===== src/hw/rtl/lcm_pkg.sv =====
// shared types and constants of the least common multiple unit
package lcm_pkg;

  parameter int unsigned DefaultWidth = 32;

  typedef enum logic [2:0] {
    S_IDLE,
    S_GCD,
    S_DIV,
    S_MINIT,
    S_MUL,
    S_DONE
  } state_e;

  typedef enum logic [2:0] {
    CMD_NONE,
    CMD_LOAD,
    CMD_GCD,
    CMD_DIV_INIT,
    CMD_DIV,
    CMD_MUL_INIT,
    CMD_MUL,
    CMD_RESULT
  } op_e;

  typedef struct packed {
    op_e op;
  } cmd_t;

  typedef struct packed {
    logic zero;
    logic gcd_done;
  } status_t;

endpackage


===== src/hw/rtl/least_common_multiple_unit.sv =====
// top level of the least common multiple unit
// Least common multiple of two unsigned WIDTH-bit operands, one item at a time.
// A zero operand gives a zero result with overflow clear; otherwise the result
// is the true least common multiple, low WIDTH bits, with overflow set when it
// does not fit. An item runs through a binary gcd (one subtract or shift per
// cycle), a restoring divide of the first operand by the gcd, and a shift-add
// multiply by the second operand; an item with a zero operand skips the
// divide and the multiply.
// in_stall_o is low only while the controller is idle; the result sits in an
// output register, so the next item is taken while a result waits.
module least_common_multiple_unit #(
  parameter int unsigned WIDTH = lcm_pkg::DefaultWidth
) (
  input  logic             clk_i,
  input  logic             rst_ni,
  // input channel
  input  logic             in_valid_i,
  output logic             in_stall_o,
  input  logic [WIDTH-1:0] first_operand_i,
  input  logic [WIDTH-1:0] second_operand_i,
  // result channel
  output logic             out_valid_o,
  input  logic             out_stall_i,
  output logic [WIDTH-1:0] multiple_value_o,
  output logic             overflow_o
);

  // commands from the controller, status back from the datapath
  lcm_pkg::cmd_t    cmd;
  lcm_pkg::status_t status;

  // sequencing of gcd, divide, multiply and result hand-off
  lcm_controller #(
    .WIDTH (WIDTH)
  ) u_ctrl (
    .clk_i       (clk_i),
    .rst_ni      (rst_ni),
    .in_valid_i  (in_valid_i),
    .in_stall_o  (in_stall_o),
    .out_valid_o (out_valid_o),
    .out_stall_i (out_stall_i),
    .cmd_o       (cmd),
    .status_i    (status)
  );

  // operand registers, shared arithmetic and the output register
  lcm_datapath #(
    .WIDTH (WIDTH)
  ) u_dp (
    .clk_i            (clk_i),
    .rst_ni           (rst_ni),
    .cmd_i            (cmd),
    .status_o         (status),
    .first_operand_i  (first_operand_i),
    .second_operand_i (second_operand_i),
    .multiple_value_o (multiple_value_o),
    .overflow_o       (overflow_o)
  );

endmodule


===== src/hw/rtl/lcm_datapath.sv =====
// datapath of the least common multiple unit: gcd, divider, multiplier, result register
module lcm_datapath #(
  parameter int unsigned WIDTH = lcm_pkg::DefaultWidth
) (
  input  logic               clk_i,
  input  logic               rst_ni,
  input  lcm_pkg::cmd_t      cmd_i,
  output lcm_pkg::status_t   status_o,
  input  logic [WIDTH-1:0]   first_operand_i,
  input  logic [WIDTH-1:0]   second_operand_i,
  output logic [WIDTH-1:0]   multiple_value_o,
  output logic               overflow_o
);

  localparam int unsigned KW = $clog2(WIDTH);

  logic [WIDTH-1:0] a_q, a_d, b_q, b_d;
  logic [WIDTH-1:0] x_q, x_d, y_q, y_d, d_q, d_d;
  logic [KW-1:0]    k_q, k_d;
  logic             zero_q, zero_d;
  logic [WIDTH-1:0] res_value_q, res_value_d;
  logic             res_over_q, res_over_d;

  logic [WIDTH:0]   rem_sh;
  logic [WIDTH-1:0] rem_diff;
  logic             quo_bit;
  logic [WIDTH:0]   mul_sum;

  always_comb begin
    a_d         = a_q;
    b_d         = b_q;
    x_d         = x_q;
    y_d         = y_q;
    d_d         = d_q;
    k_d         = k_q;
    zero_d      = zero_q;
    res_value_d = res_value_q;
    res_over_d  = res_over_q;

    // restoring divide step: remainder in y, quotient shifts into x
    rem_sh   = {y_q, x_q[WIDTH-1]};
    // only used when the subtraction fits, so the low bits suffice
    rem_diff = rem_sh[WIDTH-1:0] - d_q;
    quo_bit  = (rem_sh >= {1'b0, d_q});

    // shift-add multiply step: high half in y, multiplier and low half in d
    mul_sum = {1'b0, y_q} + (d_q[0] ? {1'b0, x_q} : {(WIDTH+1){1'b0}});

    unique case (cmd_i.op)
      lcm_pkg::CMD_LOAD: begin
        a_d    = first_operand_i;
        b_d    = second_operand_i;
        x_d    = first_operand_i;
        y_d    = second_operand_i;
        k_d    = '0;
        zero_d = (first_operand_i == '0) || (second_operand_i == '0);
      end
      lcm_pkg::CMD_GCD: begin
        priority if (!x_q[0] && !y_q[0]) begin
          x_d = x_q >> 1;
          y_d = y_q >> 1;
          k_d = k_q + KW'(1);
        end else if (!x_q[0]) begin
          x_d = x_q >> 1;
        end else if (!y_q[0]) begin
          y_d = y_q >> 1;
        end else if (x_q > y_q) begin
          x_d = (x_q - y_q) >> 1;
        end else begin
          y_d = (y_q - x_q) >> 1;
        end
      end
      lcm_pkg::CMD_DIV_INIT: begin
        d_d = x_q << k_q;
        x_d = a_q;
        y_d = '0;
      end
      lcm_pkg::CMD_DIV: begin
        y_d = quo_bit ? rem_diff : rem_sh[WIDTH-1:0];
        x_d = {x_q[WIDTH-2:0], quo_bit};
      end
      lcm_pkg::CMD_MUL_INIT: begin
        y_d = '0;
        d_d = b_q;
      end
      lcm_pkg::CMD_MUL: begin
        y_d = mul_sum[WIDTH:1];
        d_d = {mul_sum[0], d_q[WIDTH-1:1]};
      end
      lcm_pkg::CMD_RESULT: begin
        res_value_d = zero_q ? '0 : d_q;
        res_over_d  = !zero_q && (y_q != '0);
      end
      default: begin
      end
    endcase
  end

  always_ff @(posedge clk_i) begin
    a_q         <= a_d;
    b_q         <= b_d;
    x_q         <= x_d;
    y_q         <= y_d;
    d_q         <= d_d;
    k_q         <= k_d;
    zero_q      <= zero_d;
    res_value_q <= res_value_d;
    res_over_q  <= res_over_d;
  end

  assign status_o.zero     = zero_q;
  assign status_o.gcd_done = (x_q == y_q);
  assign multiple_value_o  = res_value_q;
  assign overflow_o        = res_over_q;

  // gcd working values never reach zero while stepping
  assert property (@(posedge clk_i) disable iff (!rst_ni)
    (cmd_i.op == lcm_pkg::CMD_GCD) |-> (x_q != '0 && y_q != '0))
    else $error("gcd step on a zero value");

  // divisor is nonzero and remainder cleared once division starts
  assert property (@(posedge clk_i) disable iff (!rst_ni)
    (cmd_i.op == lcm_pkg::CMD_DIV_INIT) |=> (y_q == '0 && d_q != '0))
    else $error("bad divider start");

  // multiplier high half cleared and second operand loaded at start
  assert property (@(posedge clk_i) disable iff (!rst_ni)
    (cmd_i.op == lcm_pkg::CMD_MUL_INIT) |=> (y_q == '0 && d_q == b_q))
    else $error("bad multiplier start");

endmodule


===== src/hw/rtl/lcm_controller.sv =====
// controller state machine of the least common multiple unit
module lcm_controller #(
  parameter int unsigned WIDTH = lcm_pkg::DefaultWidth
) (
  input  logic             clk_i,
  input  logic             rst_ni,
  input  logic             in_valid_i,
  output logic             in_stall_o,
  output logic             out_valid_o,
  input  logic             out_stall_i,
  output lcm_pkg::cmd_t    cmd_o,
  input  lcm_pkg::status_t status_i
);

  localparam int unsigned CntW = $clog2(WIDTH);

  lcm_pkg::state_e state_q, state_d;
  logic [CntW-1:0] cnt_q, cnt_d;
  logic            out_valid_q, out_valid_d;

  always_ff @(posedge clk_i or negedge rst_ni) begin
    if (!rst_ni) begin
      state_q     <= lcm_pkg::S_IDLE;
      cnt_q       <= '0;
      out_valid_q <= 1'b0;
    end else begin
      state_q     <= state_d;
      cnt_q       <= cnt_d;
      out_valid_q <= out_valid_d;
    end
  end

  always_comb begin
    state_d   = state_q;
    cnt_d     = cnt_q;
    cmd_o.op  = lcm_pkg::CMD_NONE;
    in_stall_o = (state_q != lcm_pkg::S_IDLE);

    unique case (state_q)
      lcm_pkg::S_IDLE: begin
        if (in_valid_i) begin
          cmd_o.op = lcm_pkg::CMD_LOAD;
          state_d  = lcm_pkg::S_GCD;
        end
      end
      lcm_pkg::S_GCD: begin
        priority if (status_i.zero) begin
          state_d = lcm_pkg::S_DONE;
        end else if (status_i.gcd_done) begin
          cmd_o.op = lcm_pkg::CMD_DIV_INIT;
          cnt_d    = CntW'(WIDTH - 1);
          state_d  = lcm_pkg::S_DIV;
        end else begin
          cmd_o.op = lcm_pkg::CMD_GCD;
        end
      end
      lcm_pkg::S_DIV: begin
        cmd_o.op = lcm_pkg::CMD_DIV;
        cnt_d    = cnt_q - CntW'(1);
        if (cnt_q == '0) begin
          state_d = lcm_pkg::S_MINIT;
        end
      end
      lcm_pkg::S_MINIT: begin
        cmd_o.op = lcm_pkg::CMD_MUL_INIT;
        cnt_d    = CntW'(WIDTH - 1);
        state_d  = lcm_pkg::S_MUL;
      end
      lcm_pkg::S_MUL: begin
        cmd_o.op = lcm_pkg::CMD_MUL;
        cnt_d    = cnt_q - CntW'(1);
        if (cnt_q == '0) begin
          state_d = lcm_pkg::S_DONE;
        end
      end
      lcm_pkg::S_DONE: begin
        if (!out_valid_q || !out_stall_i) begin
          cmd_o.op = lcm_pkg::CMD_RESULT;
          state_d  = lcm_pkg::S_IDLE;
        end
      end
      default: begin
        state_d = lcm_pkg::S_IDLE;
      end
    endcase

    if (cmd_o.op == lcm_pkg::CMD_RESULT) begin
      out_valid_d = 1'b1;
    end else if (!out_stall_i) begin
      out_valid_d = 1'b0;
    end else begin
      out_valid_d = out_valid_q;
    end
  end

  assign out_valid_o = out_valid_q;

  // a result never overwrites one that is still waiting
  assert property (@(posedge clk_i) disable iff (!rst_ni)
    (cmd_o.op == lcm_pkg::CMD_RESULT) |-> !(out_valid_q && out_stall_i))
    else $error("result register overwritten");

  // an accepted item always starts the gcd phase
  assert property (@(posedge clk_i) disable iff (!rst_ni)
    (state_q == lcm_pkg::S_IDLE && in_valid_i) |=> (state_q == lcm_pkg::S_GCD))
    else $error("accepted item not started");

  // the multiply phase ends exactly when its count runs out
  assert property (@(posedge clk_i) disable iff (!rst_ni)
    (state_q == lcm_pkg::S_MUL && cnt_q == '0) |=> (state_q == lcm_pkg::S_DONE))
    else $error("multiply phase did not finish");

endmodule


===== config.mk =====
export PLATFORM = sky130hd
export DESIGN_NAME = least_common_multiple_unit
export DESIGN_NICKNAME = d
export VERILOG_FILES = /design/src/hw/rtl/lcm_pkg.sv /design/src/hw/rtl/least_common_multiple_unit.sv /design/src/hw/rtl/lcm_datapath.sv /design/src/hw/rtl/lcm_controller.sv
export SDC_FILE = /design/constraint.sdc
export NUM_CORES = 1
export LEC_CHECK = 0
export BUFFER_PORTS_ARGS = -buffer_cell sky130_fd_sc_hd__buf_2
export CORE_UTILIZATION = 55
export CTS_CLUSTER_DIAMETER = 80
export DETAILED_ROUTE_END_ITERATION = 10
export GPL_ROUTABILITY_DRIVEN = 1
export PLACE_DENSITY = 0.71
export SLEW_MARGIN = 40
export SYNTH_ARGS = -nofsm -noshare
export SYNTH_HDL_FRONTEND = slang
export SYNTH_SLANG_ARGS = --single-unit

===== constraint.sdc =====
create_clock -name clk_i -period 6 [get_ports clk_i]
set_input_delay 1.2 -clock clk_i [delete_from_list [all_inputs] [get_ports clk_i]]
set_output_delay 1.2 -clock clk_i [all_outputs]
set_load 0.01 [all_outputs]

==> metrics.csv <==
metric,value,unit
grt_start_max_net_pins,67,
pin_count,103,
place_inst,2550,
drt_pass1_iterations,7,
numCtsBuffers,26,
antenna_found_initial,0,
cts_setup_buffers,0,
hold_class,in2async,
yosysWarnings,0,
grt_overflow,0,
endpoint_kind,register,
fin_crit,4640,ps
drt_iter0_markers,2501,
critPathBufInv,1,
start_util,56.2,%
ctsHoldBuffers,0,
global_route.usage.total,41.0,%
wl,70.0,mm
die_width,185,microns
port_buffers,102,
place_congestion,1.03,
clk_latency,570,ps
critPathRequiredTime,6280,ps
syn_area,0.0184,sq mm
worst_pin_slew,893,ps
drc_errors,0,
ys_seq_area_share,33.7,%
critPathMaxFanout,33,
place_area,0.0193,sq mm
num_vias,17800,
layout_commonest_cell,edfxtp_1,
syn-num-nets,2286,
stdcell_area,0.0202,sq mm
final_cell_mix,"edfxtp_1, o21ai_0, nand2_1",
clk_pin_slew_worst_paths,70,ps
cts-root-buf,clkbuf_16,
fmax,215,MHz
cp_slowest_cell,o41a_2,
synth_edf_count,199,
viasPerCell,6.85,
setup_viol,0,
critPathArrivalTime,4920,ps
place_hpwl,54.3,mm
cp_slowest_stage_delay,750,ps
die_area,0.0341,sq mm
grt_pass1_wl,104,mm
ant_nets,0,
path_cells,inv_1 > ha_1 > nor2b_1 > o31a_1 > a211oi_1 > a31oi_1 > nor3_1 > o41a_2 > nor2_2 > a221oi_1 > nand2_1,
fin_skew,19.5,ps
clock_path_buffers,3,
ctsResizeCount,0,
hold_viol,0,
ys_types,89,
design.core.area,0.0327,sq mm
htreeDepth,1,
num_rows,66,
maxCapViolations,0,
synth_cells,2082,
fin_tns_setup,0,ps
syn_avg_cell_area,8.83,sq um
cts_tree,yes,
synth-main-ff-cell,edfxtp_1,
crit_path_start_kind,register,
final_nets,2340,
yosys_register_bits,208,
slew_viol_final,0,
rsz0062_at_grt,no,
area_growth,10.0,%
dieHeight,185,microns
drive_gt1_share,11.6,%
drt-wirelength-per-cell,27.0,microns
grt_pass1_vias,16400,
max_slew_margin,40.2,%
pre_cts_ws,1460,ps
cts_sinks,208,
period_share,77.4,%
post_layout_nonfiller_instances,2598,
fin_ws,1360,ps
status,completed,
cpLargestDelayFamily,compound AO/OA/AOI/OAI gates,
critPathKind,reg2reg,
async_reset_ff_share,4.33,%
[worst reg2reg max path: cells and delay by family, from the launching register on]
family	cells	cell delay (ps)
and+or+nand+nor	4	1190
adders and majority gates	1	370
buffers and inverters	1	130
DFF	1	480
AOI/OAI and AO/OA	5	2190
[stage by stage]
step                      utilization, %  hold WS (ps)
after floorplan                        -           481
after global placement              58.9           515
after detailed placement            59.0           522
after CTS                           61.8           480
after global routing                61.8           501
final                               61.8           478
[synthesized netlist by cell type (37+ instances only)]
cell type    n  area (sq um)
xor2_1      42           368
o21ai_0    174           871
a21o_1      58           435
ha_1       132          1650
edfxtp_1   199          5980
a22oi_1     43           323
and2_1      37           231
nor2_1     171           642
a21oi_1    164           821
mux2i_1     37           370
clkbuf_1    82           308
nor3_1      39           195
inv_1      131           492
nand2_1    170           638
xnor2_1     63           552
[state kept, by name, summed over array words and instances, names as in the netlist]
name / count
u_ctrl.cnt_q: 5
u_dp.d_q: 32
u_dp.multiple_value_o: 32
u_dp.zero_q: 1
u_dp.k_q: 5
u_ctrl.out_valid_o: 1
u_dp.b_q: 32
u_dp.a_q: 32
u_dp.y_q: 32
u_dp.x_q: 32
u_dp.overflow_o: 1
u_ctrl.state_q: 3
[metal layers]
| metal | global-route usage, % | part of all wire (%) |
|---|---|---|
| met5 | 0 | 0 |
| met1 | 58.1 | 41 |
| met3 | 7.79 | 12 |
| met4 | 13.6 | 3.9 |
| met2 | 62.8 | 43 |
[kinds of logic (layout without fill, tap and decap cells)]
group	Yosys count	in the layout	share of synthesized area [%]
AO/OA/AOI/OAI	715	715	25.1
AND/OR/NAND/NOR	604	604	15.8
buffers and inverters	246	319	5.54
flip-flops	208	208	33.7
adder cells (fa/ha/maj)	136	136	9.42
XOR/XNOR	105	105	5.00
multiplexers	68	68	5.39
other	0	1	0
[layout make-up]
type	count	area [sq um]
Inverter	132	495
Clock buffer	29	662
Timing Repair Buffer	140	807
Antenna cell	1	2.50
Multi-Input combinational cell	1628	11200
Clock inverter	18	263
Tap cell	442	553
Sequential cell	208	6200
Fill cell	2872	12500
[final timing paths]
path | start | endpoint | slack (ps) | cells after the start
max | u_dp.d_q[1]$_DFFE_PP_ | u_dp.x_q[0]$_DFFE_PP_ | 1360 | 11
min reg2reg | u_ctrl.cnt_q[0]$_DFFE_PN0P_ | u_ctrl.cnt_q[0]$_DFFE_PN0P_ | 540 | 1
min in group clk_i | u_ctrl.cnt_q[0]$_DFFE_PN0P_ | u_ctrl.cnt_q[0]$_DFFE_PN0P_ | 540 | 1
max reg2reg | u_dp.d_q[1]$_DFFE_PP_ | u_dp.x_q[0]$_DFFE_PP_ | 1360 | 11
max in group asynchronous | rst_ni | u_ctrl.state_q[1]$_DFFE_PN0P_ | 5320 | 1
min | rst_ni | u_ctrl.state_q[2]$_DFFE_PN0P_ | 480 | 1
Power is left out: the tool's default activity adds up to more than one toggle a clock period on the data nets, which glitch-free logic cannot reach.
